**config.mk**
```make
export PLATFORM = sky130hd
export DESIGN_NAME = key_debounce_long_press_flat
export DESIGN_NICKNAME = d
export VERILOG_FILES = /design/src/hdl/kdlp_pkg.sv /design/src/hdl/kdlp_if.sv /design/src/hdl/kdlp_csr.sv /design/src/hdl/kdlp_key.sv /design/src/hdl/key_debounce_long_press.sv /design/src/flat_wrapper.sv
export SDC_FILE = /design/constraint.sdc
export NUM_CORES = 1
export LEC_CHECK = 0
export BUFFER_PORTS_ARGS = -buffer_cell sky130_fd_sc_hd__buf_2
export CAP_MARGIN = 10
export CELL_PAD_IN_SITES_DETAIL_PLACEMENT = 2
export CELL_PAD_IN_SITES_GLOBAL_PLACEMENT = 2
export CORE_MARGIN = 1
export CORE_UTILIZATION = 35
export CTS_BUF_LIST = sky130_fd_sc_hd__clkbuf_4
export CTS_CLUSTER_DIAMETER = 60
export DETAILED_ROUTE_END_ITERATION = 16
export GPL_TIMING_DRIVEN = 0
export HOLD_SLACK_MARGIN = 0.1
export PLACE_DENSITY = 0.83
export SETUP_SLACK_MARGIN = 0.5
export SYNTH_ARGS = -nofsm -noshare
export SYNTH_HDL_FRONTEND = slang
export SYNTH_SLANG_ARGS = --single-unit
```
**constraint.sdc**
```tcl
create_clock -name clock -period 3.5 [get_ports clock]
set_clock_uncertainty 0.15 [all_clocks]
set_input_delay 0.35 -clock clock [delete_from_list [all_inputs] [get_ports clock]]
set_output_delay 0.35 -clock clock [all_outputs]
set_load 0.05 [all_outputs]
```
**src/hdl/kdlp_pkg.sv**
```systemverilog
// kdlp_pkg: shared constants, register codes and structs for the key debouncer
// no dependencies; compiled before the interfaces and all modules
package kdlp_pkg;

   localparam int NUM_KEYS_DEFAULT    = 3;
   localparam int COUNT_WIDTH_DEFAULT = 16;

   // control register geometry
   localparam int CFG_WIDTH      = 16;
   localparam int CSR_ADDR_WIDTH = 2;

   localparam logic [CFG_WIDTH-1:0] DEBOUNCE_RESET   = 16'd5;
   localparam logic [CFG_WIDTH-1:0] LONG_PRESS_RESET = 16'd100;

   typedef enum logic [CSR_ADDR_WIDTH-1:0] {
      CSR_DEBOUNCE_TICKS   = 2'd0,
      CSR_LONG_PRESS_TICKS = 2'd1
   } csr_index_type;

   typedef struct packed {
      logic [CFG_WIDTH-1:0] debounce_ticks;
      logic [CFG_WIDTH-1:0] long_press_ticks;
   } thresholds_type;

   typedef struct packed {
      logic press_event;
      logic long_press_event;
      logic release_event;
      logic down;
      logic long_held;
   } key_result_type;

endpackage

```
**src/hdl/kdlp_if.sv**
```systemverilog
// kdlp_if: valid/ready channel interfaces for ticks, results and register writes
// depends on kdlp_pkg for the default key count and the register word and index widths
interface kdlp_req_if #(
   parameter int NUM_KEYS = kdlp_pkg::NUM_KEYS_DEFAULT
);
   logic                valid;
   logic                ready;
   logic [NUM_KEYS-1:0] raw_keys;

   modport source (output valid, output raw_keys, input ready);
   modport sink   (input valid, input raw_keys, output ready);
endinterface

interface kdlp_rsp_if #(
   parameter int NUM_KEYS = kdlp_pkg::NUM_KEYS_DEFAULT
);
   logic                  valid;
   logic                  ready;
   logic [NUM_KEYS-1:0]   press_events;
   logic [NUM_KEYS-1:0]   long_press_events;
   logic [NUM_KEYS-1:0]   release_events;
   logic [2*NUM_KEYS-1:0] key_status;

   modport source (output valid, output press_events, output long_press_events,
                   output release_events, output key_status, input ready);
   modport sink   (input valid, input press_events, input long_press_events,
                   input release_events, input key_status, output ready);
endinterface

interface kdlp_csr_if;
   logic                                valid;
   logic                                ready;
   logic [kdlp_pkg::CSR_ADDR_WIDTH-1:0] index;
   logic [kdlp_pkg::CFG_WIDTH-1:0]      data;

   modport source (output valid, output index, output data, input ready);
   modport sink   (input valid, input index, input data, output ready);
endinterface

```
**src/hdl/kdlp_csr.sv**
```systemverilog
// kdlp_csr: debounce and long-press threshold registers
// depends on kdlp_pkg and the kdlp_csr_if interface
module kdlp_csr (
   input  logic                     clock,
   input  logic                     reset,
   kdlp_csr_if.sink                 csr_chan,
   output kdlp_pkg::thresholds_type thresholds
);
   import kdlp_pkg::*;

   logic [CFG_WIDTH-1:0] debounce_ff, debounce_in;
   logic [CFG_WIDTH-1:0] long_press_ff, long_press_in;

   assign csr_chan.ready = 1'b1;

   always_comb begin
      debounce_in   = debounce_ff;
      long_press_in = long_press_ff;
      if (csr_chan.valid) begin
         unique case (csr_chan.index)
            CSR_DEBOUNCE_TICKS:   debounce_in   = csr_chan.data;
            CSR_LONG_PRESS_TICKS: long_press_in = csr_chan.data;
            default: ; // unused indexes are ignored
         endcase
      end
   end

   always_ff @(posedge clock) begin
      if (reset) begin
         debounce_ff   <= DEBOUNCE_RESET;
         long_press_ff <= LONG_PRESS_RESET;
      end else begin
         debounce_ff   <= debounce_in;
         long_press_ff <= long_press_in;
      end
   end

   assign thresholds.debounce_ticks   = debounce_ff;
   assign thresholds.long_press_ticks = long_press_ff;

endmodule

```
**src/hdl/kdlp_key.sv**
```systemverilog
// kdlp_key: per-key hold/idle counters and pressed/long-pressed flags
// depends on kdlp_pkg for the threshold and result structs
module kdlp_key #(
   parameter int COUNT_WIDTH = kdlp_pkg::COUNT_WIDTH_DEFAULT
) (
   input  logic                     clock,
   input  logic                     reset,
   input  logic                     enable,
   input  logic                     level,
   input  kdlp_pkg::thresholds_type thresholds,
   output kdlp_pkg::key_result_type result
);
   import kdlp_pkg::*;

   localparam int CMP_WIDTH = (COUNT_WIDTH > CFG_WIDTH) ? COUNT_WIDTH : CFG_WIDTH;

   logic [COUNT_WIDTH-1:0] hold_ff, hold_in;
   logic [COUNT_WIDTH-1:0] idle_ff, idle_in;
   logic                   down_ff, down_in;
   logic                   long_ff, long_in;

   logic [COUNT_WIDTH-1:0] hold_inc, idle_inc;
   logic [CMP_WIDTH-1:0]   hold_cmp, idle_cmp, debounce_cmp, long_cmp;
   logic                   press_ev, long_ev, release_ev;

   // saturating increments
   assign hold_inc = (hold_ff == '1) ? hold_ff : hold_ff + 1'b1;
   assign idle_inc = (idle_ff == '1) ? idle_ff : idle_ff + 1'b1;

   assign hold_cmp     = CMP_WIDTH'(hold_inc);
   assign idle_cmp     = CMP_WIDTH'(idle_inc);
   assign debounce_cmp = CMP_WIDTH'(thresholds.debounce_ticks);
   assign long_cmp     = CMP_WIDTH'(thresholds.long_press_ticks);

   always_comb begin
      hold_in    = hold_ff;
      idle_in    = idle_ff;
      down_in    = down_ff;
      long_in    = long_ff;
      press_ev   = 1'b0;
      long_ev    = 1'b0;
      release_ev = 1'b0;
      if (level) begin
         idle_in = '0;
         hold_in = hold_inc;
         if (hold_cmp > debounce_cmp) begin
            if (!down_ff) begin
               down_in  = 1'b1;
               press_ev = 1'b1;
            end
            if (hold_cmp > long_cmp && !long_ff) begin
               long_in = 1'b1;
               long_ev = 1'b1;
            end
         end
      end else begin
         hold_in = '0;
         if (down_ff) begin
            idle_in = idle_inc;
            if (idle_cmp > debounce_cmp) begin
               down_in    = 1'b0;
               long_in    = 1'b0;
               release_ev = !long_ff;
            end
         end
      end
   end

   always_ff @(posedge clock) begin
      if (reset) begin
         hold_ff <= '0;
         idle_ff <= '0;
         down_ff <= 1'b0;
         long_ff <= 1'b0;
      end else if (enable) begin
         hold_ff <= hold_in;
         idle_ff <= idle_in;
         down_ff <= down_in;
         long_ff <= long_in;
      end
   end

   assign result.press_event      = press_ev;
   assign result.long_press_event = long_ev;
   assign result.release_event    = release_ev;
   assign result.down             = down_in;
   assign result.long_held        = long_in;

endmodule

```
**src/hdl/key_debounce_long_press.sv**
```systemverilog
// key debouncer with long-press detection, one timer tick per input word
// path: a tick accepted into the tick register moves on to the result register, where the result word is valid
// throughput: one tick per cycle while the result register is free or being taken, set by the per-key counter update
// req ready stays high while the result register drains or is free
// reset (synchronous): clears counters, flags and both stage valids; thresholds to 5 and 100
module key_debounce_long_press #(
   parameter int NUM_KEYS    = kdlp_pkg::NUM_KEYS_DEFAULT,
   parameter int COUNT_WIDTH = kdlp_pkg::COUNT_WIDTH_DEFAULT
) (
   input  logic       clock,
   input  logic       reset,
   kdlp_req_if.sink   req_chan,
   kdlp_rsp_if.source rsp_chan,
   kdlp_csr_if.sink   csr_chan
);
   import kdlp_pkg::*;

   // tick register
   logic                  in_valid_ff, in_valid_in;
   logic [NUM_KEYS-1:0]   raw_ff;

   // result register
   logic                  out_valid_ff, out_valid_in;
   logic [NUM_KEYS-1:0]   press_ff, long_press_ff, release_ff;
   logic [2*NUM_KEYS-1:0] status_ff;

   logic                  advance;
   logic                  req_take;
   thresholds_type        thresholds;
   key_result_type        key_res [NUM_KEYS];

   logic [NUM_KEYS-1:0]   press_vec, long_vec, release_vec, down_vec, long_held_vec;

   // tick moves to the result register when that is empty or being taken
   assign advance  = in_valid_ff && (!out_valid_ff || rsp_chan.ready);
   assign req_chan.ready = !in_valid_ff || advance;
   assign req_take = req_chan.valid && req_chan.ready;

   kdlp_csr u_csr (
      .clock      (clock),
      .reset      (reset),
      .csr_chan   (csr_chan),
      .thresholds (thresholds)
   );

   // one cell per key; raw bits are in reverse key order
   for (genvar k = 0; k < NUM_KEYS; k++) begin : g_key
      kdlp_key #(
         .COUNT_WIDTH (COUNT_WIDTH)
      ) u_key (
         .clock      (clock),
         .reset      (reset),
         .enable     (advance),
         .level      (raw_ff[NUM_KEYS-1-k]),
         .thresholds (thresholds),
         .result     (key_res[k])
      );

      assign press_vec[k]     = key_res[k].press_event;
      assign long_vec[k]      = key_res[k].long_press_event;
      assign release_vec[k]   = key_res[k].release_event;
      assign down_vec[k]      = key_res[k].down;
      assign long_held_vec[k] = key_res[k].long_held;
   end

   always_comb begin
      in_valid_in = in_valid_ff;
      if (req_take) begin
         in_valid_in = 1'b1;
      end else if (advance) begin
         in_valid_in = 1'b0;
      end
   end

   always_comb begin
      out_valid_in = out_valid_ff;
      if (advance) begin
         out_valid_in = 1'b1;
      end else if (rsp_chan.ready) begin
         out_valid_in = 1'b0;
      end
   end

   // control state
   always_ff @(posedge clock) begin
      if (reset) begin
         in_valid_ff  <= 1'b0;
         out_valid_ff <= 1'b0;
      end else begin
         in_valid_ff  <= in_valid_in;
         out_valid_ff <= out_valid_in;
      end
   end

   // payload registers, no reset
   always_ff @(posedge clock) begin
      if (req_take) begin
         raw_ff <= req_chan.raw_keys;
      end
      if (advance) begin
         press_ff      <= press_vec;
         long_press_ff <= long_vec;
         release_ff    <= release_vec;
         status_ff     <= {long_held_vec, down_vec};
      end
   end

   assign rsp_chan.valid             = out_valid_ff;
   assign rsp_chan.press_events      = press_ff;
   assign rsp_chan.long_press_events = long_press_ff;
   assign rsp_chan.release_events    = release_ff;
   assign rsp_chan.key_status        = status_ff;

`ifndef NO_ASSERTIONS
   // a key cannot be pressed and released in the same tick
   assert property (@(posedge clock) disable iff (reset)
      out_valid_ff |-> ((press_ff & release_ff) == '0))
      else $error("press and release on the same key in one word");

   // a long-pressed key is always also pressed
   assert property (@(posedge clock) disable iff (reset)
      out_valid_ff |-> ((status_ff[2*NUM_KEYS-1:NUM_KEYS] & ~status_ff[NUM_KEYS-1:0]) == '0))
      else $error("long-pressed flag without pressed flag");

   // a long-press event leaves the long-pressed flag set
   assert property (@(posedge clock) disable iff (reset)
      out_valid_ff |-> ((long_press_ff & ~status_ff[2*NUM_KEYS-1:NUM_KEYS]) == '0))
      else $error("long-press event with long-pressed flag clear");

   // a tick moving on always fills the result register
   assert property (@(posedge clock) disable iff (reset)
      advance |=> out_valid_ff)
      else $error("result word lost after advance");
`endif

endmodule
```
**src/flat_wrapper.sv**
```systemverilog
// flat-port wrapper written by rule: the top's interface ports become plain ports
module key_debounce_long_press_flat import kdlp_pkg::*;
#(
   parameter int NUM_KEYS    = kdlp_pkg::NUM_KEYS_DEFAULT,
   parameter int COUNT_WIDTH = kdlp_pkg::COUNT_WIDTH_DEFAULT
)
  (clock, reset, req_chan_valid, req_chan_raw_keys, req_chan_ready, rsp_chan_valid, rsp_chan_press_events, rsp_chan_long_press_events, rsp_chan_release_events, rsp_chan_key_status, rsp_chan_ready, csr_chan_valid, csr_chan_index, csr_chan_data, csr_chan_ready);
  kdlp_req_if #(.NUM_KEYS(NUM_KEYS)) req_chan_i ();
  kdlp_rsp_if #(.NUM_KEYS(NUM_KEYS)) rsp_chan_i ();
  kdlp_csr_if csr_chan_i ();
  input  logic clock;
  input  logic reset;
  input wire logic [$bits(req_chan_i.valid)-1:0] req_chan_valid;
  input wire logic [$bits(req_chan_i.raw_keys)-1:0] req_chan_raw_keys;
  output wire logic [$bits(req_chan_i.ready)-1:0] req_chan_ready;
  output wire logic [$bits(rsp_chan_i.valid)-1:0] rsp_chan_valid;
  output wire logic [$bits(rsp_chan_i.press_events)-1:0] rsp_chan_press_events;
  output wire logic [$bits(rsp_chan_i.long_press_events)-1:0] rsp_chan_long_press_events;
  output wire logic [$bits(rsp_chan_i.release_events)-1:0] rsp_chan_release_events;
  output wire logic [$bits(rsp_chan_i.key_status)-1:0] rsp_chan_key_status;
  input wire logic [$bits(rsp_chan_i.ready)-1:0] rsp_chan_ready;
  input wire logic [$bits(csr_chan_i.valid)-1:0] csr_chan_valid;
  input wire logic [$bits(csr_chan_i.index)-1:0] csr_chan_index;
  input wire logic [$bits(csr_chan_i.data)-1:0] csr_chan_data;
  output wire logic [$bits(csr_chan_i.ready)-1:0] csr_chan_ready;
  assign req_chan_i.valid = req_chan_valid;
  assign req_chan_i.raw_keys = req_chan_raw_keys;
  assign req_chan_ready = req_chan_i.ready;
  assign rsp_chan_valid = rsp_chan_i.valid;
  assign rsp_chan_press_events = rsp_chan_i.press_events;
  assign rsp_chan_long_press_events = rsp_chan_i.long_press_events;
  assign rsp_chan_release_events = rsp_chan_i.release_events;
  assign rsp_chan_key_status = rsp_chan_i.key_status;
  assign rsp_chan_i.ready = rsp_chan_ready;
  assign csr_chan_i.valid = csr_chan_valid;
  assign csr_chan_i.index = csr_chan_index;
  assign csr_chan_i.data = csr_chan_data;
  assign csr_chan_ready = csr_chan_i.ready;
  key_debounce_long_press #(.NUM_KEYS(NUM_KEYS), .COUNT_WIDTH(COUNT_WIDTH)) u_core (.clock(clock), .reset(reset), .req_chan(req_chan_i), .rsp_chan(rsp_chan_i), .csr_chan(csr_chan_i));
endmodule
```
==> out/qor.csv <==
metric,value,unit
Routed Antenna Nets,0,
Initial Util,35.6,%
Setup CP Type,reg2reg,
"CP delay by family, top",simple AND/OR/NAND/NOR gates,
min Tclk post-route,5190,ps
sequential fraction of the synthesis area,29.2,%
met1 GRT Util,41.5,%
crit path buf inv count,2,
drt total wl,92000,um
fillers,3242,
cell taking the most area after synthesis,dfxtp_1,
setup ws final,-1690,ps
grt met3 use,8.16,%
Top Usage Layer GRT,met2,
Worst EP arrival,5520,ps
clock-pin transition on the worst setup and hold timing paths,230,ps
worst-path maximum fanout,7,
via count,15800,
Ys Warns,0,
RR Startpoint,u_core.g_key[2].u_key.hold_ff[8]$_SDFFE_PP0P_,
Post-Syn Nets,1582,
Post-synth EDFFs,18,
Most used DFF post-synth,dfxtp_1,
top cell type's share of synthesized area,24.3,%
Worst-Margin Slew,1350,ps
met2 usage,66.0,%
NumNets Final,1822,
DRC violations left,0,
async set or reset register ratio after synthesis,0,%
RSZ-0062 raised after global routing,yes,
hold_sp,req_chan_raw_keys[1],
fmax,193,MHz
number of buffers created by CTS,17,
hpwl dp,33400,um
I/O pins,44,
worst-path cell chain,and3_4 > nand3_4 > or3_4 > buf_6 > and2_4 > nand3_4 > xnor2_4 > ha_4 > buf_4 > a21oi_1 > nand2_1 > a221oi_2 > or2_4 > a21oi_4 > a41oi_2 > a21oi_2,
CP Data Required Time,3830,ps
"most used cell, CP",nand3_4,
share of cells above drive strength 1,34.5,%
r2r setup slk,-1690,ps
TNS Setup,-19370,ps
Worst-Skew Late Latency,770,ps
crit end category,flip-flop,
synthesized area,0.0112,mm2
FF-to-FF End,u_core.rsp_chan.key_status[5]$_DFFE_PP_,
Routed WL per cell,44.5,um
Seq cells post-synth,154,
DRT iter0 DRCs,2366,
mean area per synthesized cell,7.96,um2
main area contributors after synthesis,"dfxtp_1 (24%), ha_1 (17%), a21oi_1 (7.2%)",
"commonest cells after routing, fill and taps aside","nand2_1 (154), a21oi_1 (130), ha_1 (127), buf_4 (119), dfxtp_1 (79)",
Sink Count,154,
FP Rows,65,
"commonest non-fill, non-tap cell in the layout",nand2_1,
max-slew violations,0,
critical path's slowest cell,a21oi_1,
DR pass1 iterations,8,
Longest Clk Path Bufs,2,
aggregate global-route resource usage,38.4,%
worst hold stages,2,
final cell utilization of the core,50.9,%
final hold violations,0,
die height,181,um
WHS Endpoint,u_core.raw_ff[1]$_DFFE_PP_,
Cell Pwr Density,275,mW/mm2
period utilization,148,%
P_leak,6.37,nW
RD Place Congestion,0.881,
Post-Synthesis Cells,1406,
outcome,finished with violations,
failing checks,setup timing,
Worst setup SP type,flip-flop,
port buffer count,41,
crit-path max cell delay,960,ps
CTS tree,built,
worst hold path class,in2reg,
global-route wire length before repair,94200,um
GRT overflow,0,
die width,181,um
pin count of the biggest net entering global routing,25,
reg2reg path depth,16,
maximum level of the CTS H-tree,4,
Max-slew headroom,10.0,%
total core area,0.0315,mm2
peak supply drop,0.000202,V
post-synth cell types,65,
dpl cells,1849,
routed vias/inst,7.63,
vias in the first global route,14700,
Area Growth Syn to Fin,43.2,%
max cap viols,0,
WHS,181,ps
Final Non-Filler Cells,2069,
die area,0.0327,mm2
initial antenna violation count,5,
Final setup viols,24,
CTS root buffer,clkbuf_4,
repair_timing:
item	in CTS	in global routing
hold endpoints to repair	40	0
resized for setup	286	174
setup buffers	95	58
pin swaps	99	97
setup endpoints to repair	31	87
hold buffers	27	0
state kept, by name, indices dropped and copies added, names as in the netlist, 6 cells and up:
register / cells
u_core.rsp_chan.key_status: 6
u_core.u_csr.debounce_ff: 16
u_core.u_csr.long_press_ff: 16
u_core.g_key.u_key.idle_ff: 48
u_core.g_key.u_key.hold_ff: 48
kinds of logic (layout without fill, tap and decap cells):
logic type,Yosys count,after routing,synth area share [%]
adder cells (fa/ha/maj),150,150,16.8
AND/OR/NAND/NOR,550,550,24.2
XOR/XNOR,68,68,5.32
buffers and inverters,111,364,3.91
AO/OA/AOI/OAI,363,363,19.7
other,1,9,0.0335
multiplexers,9,9,0.905
flip-flops,154,154,29.2
Yosys cell counts (13+ instances only):
cell,n
a211oi_1,13
a21o_1,19
a21oi_1,161
a31oi_1,35
and3_1,19
clkbuf_1,45
dfxtp_1,136
edfxtp_1,18
ha_1,150
inv_1,49
nand2_1,168
nand3_1,66
nand4_1,58
nor2_1,96
nor2b_1,21
nor3_1,42
nor4_1,15
o21ai_0,56
xnor2_1,53
xor2_1,15
per-stage QoR:
stage	area (um2)	total power, mW	setup slack [ps]
after global placement	12100	2.28	-519
after detailed placement	12100	2.30	-602
after floorplan	11400	2.12	-53.9
after CTS	14800	4.01	-339
final	16000	4.41	-1690
after global routing	16000	4.39	-1400
how the worst max path moves through the flow:
stage / startpoint / to / slack (ps) / cells past startpoint
2_1_floorplan: u_core.g_key[0].u_key.hold_ff[0]$_SDFFE_PP0P_ / u_core.rsp_chan.key_status[3]$_DFFE_PP_ / -50 / 15
3_3_place_gp: u_core.g_key[0].u_key.hold_ff[8]$_SDFFE_PP0P_ / u_core.rsp_chan.key_status[3]$_DFFE_PP_ / -520 / 14
3_5_place_dp: u_core.g_key[0].u_key.hold_ff[1]$_SDFFE_PP0P_ / u_core.rsp_chan.key_status[3]$_DFFE_PP_ / -600 / 15
4_1_cts: u_core.g_key[0].u_key.hold_ff[0]$_SDFFE_PP0P_ / u_core.rsp_chan.key_status[3]$_DFFE_PP_ / -340 / 15
5_1_grt: u_core.g_key[2].u_key.hold_ff[2]$_SDFFE_PP0P_ / u_core.rsp_chan.key_status[2]$_DFFE_PP_ / -1400 / 13
6_report: u_core.g_key[2].u_key.hold_ff[8]$_SDFFE_PP0P_ / u_core.rsp_chan.key_status[5]$_DFFE_PP_ / -1690 / 16
layer usage:
metal	up-vias	share of wire [%]
met3	849	13
met2	1651	42
met1	7625	33
li1	5653	-
met5	-	0.44
met4	14	12
report_power, final:
part,switching (mW),internal (mW),total [mW],leakage [nW]
combinational,0.545,0.211,0.756,4.85
sequential,0.0347,1.79,1.83,1.31
clock,0.953,0.868,1.82,0.215
area by class of cell:
cell class	instances	area, um2	area share, %
Buffer	62	388	2.42
Clock inverter	14	290	1.81
Sequential cell	154	3400	21.2
Timing Repair Buffer	221	1790	11.2
Tap cell	402	503	3.14
Clock buffer	18	135	0.843
Antenna cell	8	20.0	0.125
Inverter	49	184	1.15
Multi-Input combinational cell	1141	9320	58.1
Note: power is estimated with default switching activity, not from simulation.
